File: config.mk
export PLATFORM = sky130hd
export DESIGN_NAME = bgd_tick_unit
export DESIGN_NICKNAME = d
export VERILOG_FILES = /design/src/rtl/core/bgd_pkg.sv /design/src/rtl/core/bgd_tick_unit.sv
export SDC_FILE = /design/constraint.sdc
export NUM_CORES = 1
export LEC_CHECK = 0
export BUFFER_PORTS_ARGS = -buffer_cell sky130_fd_sc_hd__clkbuf_2
export CORE_MARGIN = 1
export CORE_UTILIZATION = 45
export DETAILED_ROUTE_END_ITERATION = 10
export GPL_ROUTABILITY_DRIVEN = 0
export PLACE_DENSITY = 0.79
export SYNTH_ARGS = -nofsm -noshare
export SYNTH_HDL_FRONTEND = slang
export SYNTH_SLANG_ARGS = --single-unit
File: constraint.sdc
create_clock -name vclk -period 3.8
set_input_delay 0.19 -clock vclk [all_inputs]
set_output_delay 0.19 -clock vclk [all_outputs]
set_load 0.005 [all_outputs]
File: src/rtl/core/bgd_pkg.sv
// Package for the button gesture detector: shared constants, register
// indexes, word types for both channels and the compare-flag struct.
// No dependencies.
`default_nettype none

package bgd_pkg;

  // Defaults for the top-level parameters.
  localparam int BGD_SLOTS_DEF     = 3;
  localparam int BGD_TICK_BITS_DEF = 32;

  // Field widths fixed by the register map and the channel words.
  localparam int WIN_W      = 31;
  localparam int CNT_W      = 8;
  localparam int USE_W      = 2;
  localparam int SLOT_OUT_W = 2;
  localparam int HOLD_W     = 32;
  localparam int EDGE_W     = 32;

  // Configuration port shape.
  localparam int CFG_IDX_W  = 3;
  localparam int CFG_DATA_W = 31;

  // Register indexes. Slot s uses REG_WINDOW_0 + REG_STRIDE*s and
  // REG_COUNT_0 + REG_STRIDE*s.
  localparam int REG_SLOTS_IN_USE = 0;
  localparam int REG_WINDOW_0     = 1;
  localparam int REG_COUNT_0      = 2;
  localparam int REG_STRIDE       = 2;

  // Input word: one button edge.
  typedef struct packed {
    logic [EDGE_W-1:0] edge_time;
  } bgd_in_t;

  // Output word: one result per edge.
  typedef struct packed {
    logic                  level_pressed;
    logic [HOLD_W-1:0]     hold_ticks;
    logic                  gesture_fired;
    logic [SLOT_OUT_W-1:0] gesture_slot;
  } bgd_out_t;

  // Flags from the shared tick unit.
  typedef struct packed {
    logic at_most;   // difference <= window
    logic at_least;  // difference >= window
  } bgd_cmp_t;

endpackage

`default_nettype wire

File: src/rtl/core/bgd_tick_unit.sv
// Shared tick arithmetic: one wrapping subtract and a compare of the
// difference against a window. Depends on bgd_pkg.
`default_nettype none

module bgd_tick_unit #(
  parameter int TICK_BITS = bgd_pkg::BGD_TICK_BITS_DEF
) (
  input  logic [TICK_BITS-1:0]      a,
  input  logic [TICK_BITS-1:0]      b,
  input  logic [bgd_pkg::WIN_W-1:0] window,
  output logic [TICK_BITS-1:0]      diff,
  output bgd_pkg::bgd_cmp_t         flags
);
  import bgd_pkg::*;

  localparam int CMP_W = (TICK_BITS > WIN_W) ? TICK_BITS : WIN_W;

  logic [CMP_W-1:0] diff_ext;
  logic [CMP_W-1:0] win_ext;

  // Difference wraps modulo 2^TICK_BITS.
  assign diff = a - b;

  // Compare at a common width so neither side is cut.
  assign diff_ext       = CMP_W'(diff);
  assign win_ext        = CMP_W'(window);
  assign flags.at_most  = (diff_ext <= win_ext);
  assign flags.at_least = (diff_ext >= win_ext);

endmodule

`default_nettype wire

==> impl_metrics.ini, run 1 <==
[grt]
gr-usage-met1_pct = 28.7
grtUsageTotal_pct = 22.8
antenna_found_initial = 0
use_met3_pct = 1.31
use_met2_pct = 43.3
grt_pass1_wl_um = 11700
grt.overflow.total = 0
busiest_layer = met2
grt_max_degree = 8
first_global_vias = 2862

[timing]
setup_viol = 0
worst_pin_slew_ps = 363
hold_violations = 0
fin_crit_sh_pct = 98.3
min_period_ps = 3730
max_freq_mhz = 268
drv_slew = 0
max_slew_margin_pct = 75.7
rsz0062_at_grt = true
tns_ps = 0

[critical_path]
cp_data_required_time_ps = 3610
cp_cell_sequence = clkbuf_2 -> inv_1 -> ha_4 -> buf_4 -> and3_4 -> and3_4 -> a211oi_4 -> a21oi_4 -> o21ai_2 -> o21a_4 -> o21ai_1 -> xnor2_1 -> ha_1 -> a21o_1 -> a21o_1 -> a21oi_2 -> o21ai_2 -> nor4_1 -> o21ai_1 -> buf_2
startpoint = b[7]
crit_arrival_ps = 3540
cpLargestDelayFamily = compound AO/OA/AOI/OAI gates
critPathMaxStageDelay_ps = 300
cp_max_fo = 4
worst_setup_path_end_kind = primary output
crit_path_top_delay_cell = a211oi_4
critical_path_buf_inv_count = 4
critical_path_class = in2out
cp.depth = 20
start_kind = input port
crit_end = flags[0]

[logic_synthesis]
yosysTopAreaCellShare_pct = 30.9
synth_top_area_cell = ha_1
yosys-top-cells-area = ha_1, inv_1, xnor2_1
synthCells = 360
ys_seq_area_share_pct = 0
syn_area_um2 = 2510
yosysWarningCount = 0
synth.most_common_cell = inv_1
syn_avg_cell_area_um2 = 6.97
synth_nets = 518
synth_cell_types = 49
synthTopCellsByCount = inv_1, ha_1, a21oi_1, nor2_1, o21ai_0

[finish]
layout.nets = 683
multiInputGateArea_um2 = 2390
syn_to_final_growth_pct = 46.5
fin_cells = 593
stdcell_area_um2 = 3680
clockBufferCount = 0
drive_gt1_share_pct = 39.6
antenna_cells = 0
seq_area_um2 = 0
seq_cells = 0
fillers = 432

[detailed_routing]
drc = 0
drtAntennaViolNets = 0
totalWireLength_um = 7130
viasPerCell = 5.22
drt_pass1_iterations = 4
drtIter0Drc = 100
routedWlPerCell_um = 12.0
num_vias = 3095

[floorplanning]
die_area_um2 = 5880
initial_utilization_pct = 47.9
fp.dieH_um = 76.7
io_pins = 129
core_um2 = 5240
die_w_um = 76.7
rows = 26

[hold_path]
hold_depth = 4
hp-class = in2out

[pwr]
total_leakage_power_nw = 2.13
irDropWorstVdd_mv = 0.109
pwr_density_cell_nw_per_um2 = 208

[placed_design]
dp.cells = 583
dp_hpwl_um = 6030
dpl_cell_area_um2 = 3430
port_buffers = 129

[run]
maxCapViolCount = 0

[status]
outcome = complete, no violations
-- cells in the final DEF (no fill, tap or decap), types with 3 or more instances in the layout --
master and count:
a211oi_1 3, a21boi_1 3, a21o_1 16, a21oi_1 26, a21oi_2 4, and3_1 4
buf_4 34, buf_6 3, clkbuf_2 126, ha_1 55, ha_2 3, ha_4 4
inv_1 71, nand2_1 18, nand2b_1 4, nand3_1 9, nand3_2 5, nand4_1 12
nor2_1 18, nor2_2 3, nor3_1 3, o21a_1 4, o21ai_0 16, o21ai_1 6
o21ai_2 3, o21bai_1 3, xnor2_1 19, xor2_1 8
-- layer usage --
layer	routed length [um]	vias to the layer above
met4	59	0
met5	0	-
met3	332	8
met2	3540	109
met1	3190	1383
li1	-	1595
-- area by class of cell --
cell class,count,share of cell area [%]
Inverter,72,7.42
Multi-Input combinational cell,287,65.1
Tap cell,70,2.38
Timing Repair Buffer,164,25.1
-- worst min path at each step --
stage	end	start	slack [ps]
floorplan	diff[0]	b[0]	540
global placement	diff[0]	b[0]	730
detailed placement	diff[0]	b[0]	760
CTS	diff[0]	b[0]	780
global route	diff[0]	b[0]	720
finish	diff[0]	b[0]	710
-- worst min-delay path: cells and delay by family --
family     cells  cell delay [ps]
fa+ha+maj      1              130
buf+inv        3              210
-- metrics by stage --
stage	hold WS (ps)	utilization, %	total power (W)	setup WS [ps]
after floorplan	538	-	0.000424	220
after global placement	726	65.4	0.000671	-238
after detailed placement	761	65.4	0.000685	-321
after CTS	783	67.4	0.000719	0.929
after global routing	721	70.2	0.000853	-154
final	714	70.2	0.000764	66.4
-- where the power goes --
part / leakage [nW] / internal (W) / switching, W
combinational: 2.13 / 0.000383 / 0.000381
clock: 0 / 0 / 0
sequential: 0 / 0 / 0
-- cell families (layout without fill, tap and decap cells) --
logic type	Yosys count	count (layout)	synth area share [%]
and+or+nand+nor	91	91	18.3
AOI/OAI and AO/OA	106	106	29.6
xor gates and xnor gates	27	27	9.42
buffers and inverters	73	236	11.0
adders and majority gates	63	63	31.7
-- timing repair --
action,in CTS,in global routing
hold buffers,0,0
setup endpoints to repair,2,2
pin swaps,20,23
resized for setup,17,33
buffers inserted,7,3
Note: power is estimated with default switching activity, not from simulation.
==> run 2, diff against run 1 <==
--- a/config.mk
+++ b/config.mk
@@ -7,10 +7,10 @@
 export LEC_CHECK = 0
 export BUFFER_PORTS_ARGS = -buffer_cell sky130_fd_sc_hd__clkbuf_2
 export CORE_MARGIN = 1
-export CORE_UTILIZATION = 45
+export CORE_UTILIZATION = 44
 export DETAILED_ROUTE_END_ITERATION = 10
 export GPL_ROUTABILITY_DRIVEN = 0
-export PLACE_DENSITY = 0.79
+export PLACE_DENSITY = 0.81
 export SYNTH_ARGS = -nofsm -noshare
 export SYNTH_HDL_FRONTEND = slang
 export SYNTH_SLANG_ARGS = --single-unit
==> constraint.sdc (replaced) <==
create_clock -name vclk -period 3.3
set_input_delay 0.165 -clock vclk [all_inputs]
set_output_delay 0.165 -clock vclk [all_outputs]
set_load 0.005 [all_outputs]
==> impl_metrics.ini, run 2 (same netlist as run 1, synthesis figures left out) <==
[detailed_routing]
viasPerCell = 5.22
drt_pass1_iterations = 4
routedWlPerCell_um = 12.6
drc = 0
num_vias = 3360
totalWireLength_um = 8110
drtIter0Drc = 148
drtAntennaViolNets = 0

[hold_path]
min_from = b[0]
hold_depth = 4
min_to = diff[0]
hp-class = in2out

[critical_path]
cp_max_fo = 4
cp_data_required_time_ps = 3130
start_kind = input port
critical_path_class = in2out
crit_arrival_ps = 3490
worst_setup_path_end_kind = primary output

[finish]
layout.nets = 732
final_common_cell = clkbuf_2
seq_cells = 0
syn_to_final_growth_pct = 62.5
final_util_pct = 74.1
fillers = 442
clockBufferCount = 0
seq_area_um2 = 0
final_cell_mix = clkbuf_2, buf_4, inv_1, ha_1, a21oi_1
drive_gt1_share_pct = 45.1
antenna_cells = 0

[timing]
finalWorstSetupSlack_ps = -353
min_period_ps = 3650
max_freq_mhz = 274
worst_pin_slew_ps = 387
hold_violations = 0
drv_slew = 0
fin_crit_sh_pct = 111
setup_viol = 2
max_slew_margin_pct = 74.1
tns_ps = -682
rsz0062_at_grt = true

[floorplanning]
rows = 27
die_w_um = 77.5
io_pins = 129
initial_utilization_pct = 45.6
fp.dieH_um = 77.5
die_area_um2 = 6010
core_um2 = 5510

[grt]
grt_pass1_wl_um = 12700
antenna_found_initial = 0
grtUsageTotal_pct = 24.5
grt.overflow.total = 0
grt_max_degree = 8
first_global_vias = 3217

[placed_design]
dp_hpwl_um = 6660
post-place-ws_ps = -614
port_buffers = 129

[pwr]
irDropWorstVdd_mv = 0.133
pwr_density_cell_nw_per_um2 = 253
total_leakage_power_nw = 2.37

[run]
maxCapViolCount = 0

[status]
violations = setup timing
outcome = complete, but fails checks

[clock_network]
holdBufCountCts = 0
==> run 2: cell count changes in the layout (fill, tap and decap cells not counted), sizes merged <==
cell,before,now
clkbuf,126,127
buf,38,86
==> run 2: worst max-delay path: stages <==
cell and delay, ps:
clkbuf_2 80, inv_1 40, ha_1 320, and3_4 190, and3_4 180, a211oi_4 320
a21oi_4 100, o21ai_2 150, o21a_4 180, o21ai_1 100, xnor2_1 270, ha_1 300
a21o_1 180, a21o_1 180, a21oi_2 150, o21ai_2 80, nor4_2 260, o21ai_1 110
clkbuf_2 130
==> run 2: timing repair <==
item                                    4_1_cts  5_1_grt
pin swaps                                    29       30
gates resized for setup                      29       24
setup buffers                                 9        9
cloned                                        0        0
endpoints found under the setup margin        2        2
==> run 2: metrics by stage <==
stage               std cells  total power, W  area [um^2]  hold slack, ps
floorplan                 360        0.000488         2510             488
global placement          626        0.000867         3740             671
detailed placement        626        0.000897         3740             687
CTS                       635        0.000954         3890             687
global route              644         0.00113         4080             662
finish                    644         0.00103         4080             648
==> run 2: area by class of cell <==
type / count / area (um^2) / area share (%)
Multi-Input combinational cell: 287 / 2420 / 59.4
Tap cell: 72 / 90.1 / 2.21
Inverter: 72 / 273 / 6.69
Timing Repair Buffer: 213 / 1290 / 31.7
==> run 2: routing by layer <==
metal	GRT usage, %	up-vias	share of wire, %
li1	-	1694	-
met1	28.6	1521	41
met2	49.0	129	52
met3	0.941	16	5.1
met4	4.34	0	1.6
met5	0	-	0
==> run 2: where the power goes <==
group	internal (W)	leakage, nW	switching [W]
logic	0.000544	2.37	0.000486
clock network	0	0	0
registers	0	0	0
total	0.000544	2.37	0.000486
==> run 2: worst max-delay path by stage <==
stage	from	endpoint	slack, ps
after floorplan	a[0]	flags[0]	-20
after global placement	a[0]	flags[1]	-520
after detailed placement	a[0]	flags[0]	-610
after CTS	a[0]	flags[0]	-400
after global routing	b[7]	flags[1]	-520
final	b[8]	flags[0]	-350
==> run 3, diff against run 2 <==
--- a/config.mk
+++ b/config.mk
@@ -10,6 +10,7 @@
 export CORE_UTILIZATION = 44
 export DETAILED_ROUTE_END_ITERATION = 10
 export GPL_ROUTABILITY_DRIVEN = 0
+export GPL_TIMING_DRIVEN = 0
 export PLACE_DENSITY = 0.81
 export SYNTH_ARGS = -nofsm -noshare
 export SYNTH_HDL_FRONTEND = slang
==> impl_metrics.ini, run 3 (same netlist as run 1, synthesis figures left out) <==
[grt]
grtUsageTotal_pct = 22.7
grt.overflow.total = 0
antenna_found_initial = 0
grt_max_degree = 8
first_global_vias = 2815
grt_pass1_wl_um = 11800

[detailed_routing]
num_vias = 3146
drc = 0
drtIter0Drc = 86
viasPerCell = 5.36
drt_pass1_iterations = 4
routedWlPerCell_um = 13.2
drtAntennaViolNets = 0
totalWireLength_um = 7770

[floorplanning]
core_um2 = 5510
initial_utilization_pct = 45.6
die_area_um2 = 6010
fp.dieH_um = 77.5
io_pins = 129
rows = 27
die_w_um = 77.5

[timing]
setup_viol = 2
min_period_ps = 3690
hold_violations = 0
worst_pin_slew_ps = 390
drv_slew = 0
max_slew_margin_pct = 73.8
rsz0062_at_grt = true
max_freq_mhz = 271
fin_crit_sh_pct = 112
finalWorstSetupSlack_ps = -392

[pwr]
total_leakage_power_nw = 2.11
irDropWorstVdd_mv = 0.137
fin_total_pwr_w = 0.000935
pwr_density_cell_nw_per_um2 = 248

[run]
maxCapViolCount = 0

[status]
violations = setup timing
outcome = complete, but fails checks

[placed_design]
dp_hpwl_um = 5880
post-place-ws_ps = -810
port_buffers = 129
dp.cells = 561
dpl_cell_area_um2 = 3250

[hold_path]
hp-class = in2out

[finish]
stdcell_area_um2 = 3780
clockBufferCount = 0
antenna_cells = 0
seq_area_um2 = 0
fin_cells = 587
multiInputGateArea_um2 = 2550
final_cell_mix = clkbuf_2, inv_1, ha_1, buf_4, a21oi_1
fillers = 439
layout.nets = 675
syn_to_final_growth_pct = 50.4
drive_gt1_share_pct = 43.3
seq_cells = 0
final_common_cell = clkbuf_2

[critical_path]
cp_max_fo = 3
worst_setup_path_end_kind = primary output
cp_data_required_time_ps = 3130
start_kind = input port
crit_arrival_ps = 3530
critical_path_class = in2out
==> run 3: cell types whose count changed in the layout (fill, tap and decap cells not counted), sizes merged <==
| cell | delta |
|---|---|
| clkbuf | -2 |
| buf | -55 |
==> run 3: worst paths after layout <==
| kind | startpoint | to | slack, ps | cells after the start |
|---|---|---|---|---|
| worst max-delay path | b[0] | flags[1] | -390 | 20 |
| worst min-delay path | b[0] | diff[0] | 650 | 4 |
==> run 3: what timing repair did <==
item	in CTS	in global routing
buffers inserted	17	10
cloned	0	0
hold buffers	0	0
hold endpoints to repair	0	0
pin swaps	24	43
resized for setup	28	55
endpoints found under the setup margin	2	2
==> run 3: layer usage <==
layer / global-route usage [%] / part of all wire (%) / vias up
met1: 28.2 / 42 / 1447
met2: 44.1 / 52 / 104
li1: - / - / 1585
met4: 2.26 / 0.99 / 0
met3: 0.706 / 4.4 / 10
met5: 0 / 0 / -
==> run 3: cell type report <==
| class | count | share of cell area, % |
|---|---|---|
| multi-input combinational | 287 | 67.5 |
| timing repair buffer | 156 | 22.9 |
| inverter | 72 | 7.22 |
| tap | 72 | 2.39 |
==> run 3: critical path, cell delays in order <==
cell	delay, ps
buf_6	100
ha_4	150
fa_2	360
nor2b_2	150
o2111a_2	250
o2111ai_2	120
nand3_2	160
a311oi_4	140
o31ai_4	340
a21boi_2	120
xnor2_2	190
ha_4	300
nand3_4	80
nor2_4	130
nand3_2	90
nor2_1	110
o31a_1	200
nor3_2	70
o22a_1	160
buf_2	130
==> run 3: power by group <==
group | switching, W | internal, W
Sequential | 0 | 0
Clock | 0 | 0
Combinational | 0.000479 | 0.000456
==> run 3: through the flow <==
| step | hold WS (ps) | setup TNS [ps] | utilization (%) |
|---|---|---|---|
| after global placement | 670 | -1500 | 59.0 |
| final | 655 | -746 | 68.6 |
| after global routing | 678 | -1110 | 68.6 |
| after detailed placement | 688 | -1600 | 59.0 |
| after floorplan | 488 | -24.2 | - |
| after CTS | 691 | -841 | 63.0 |
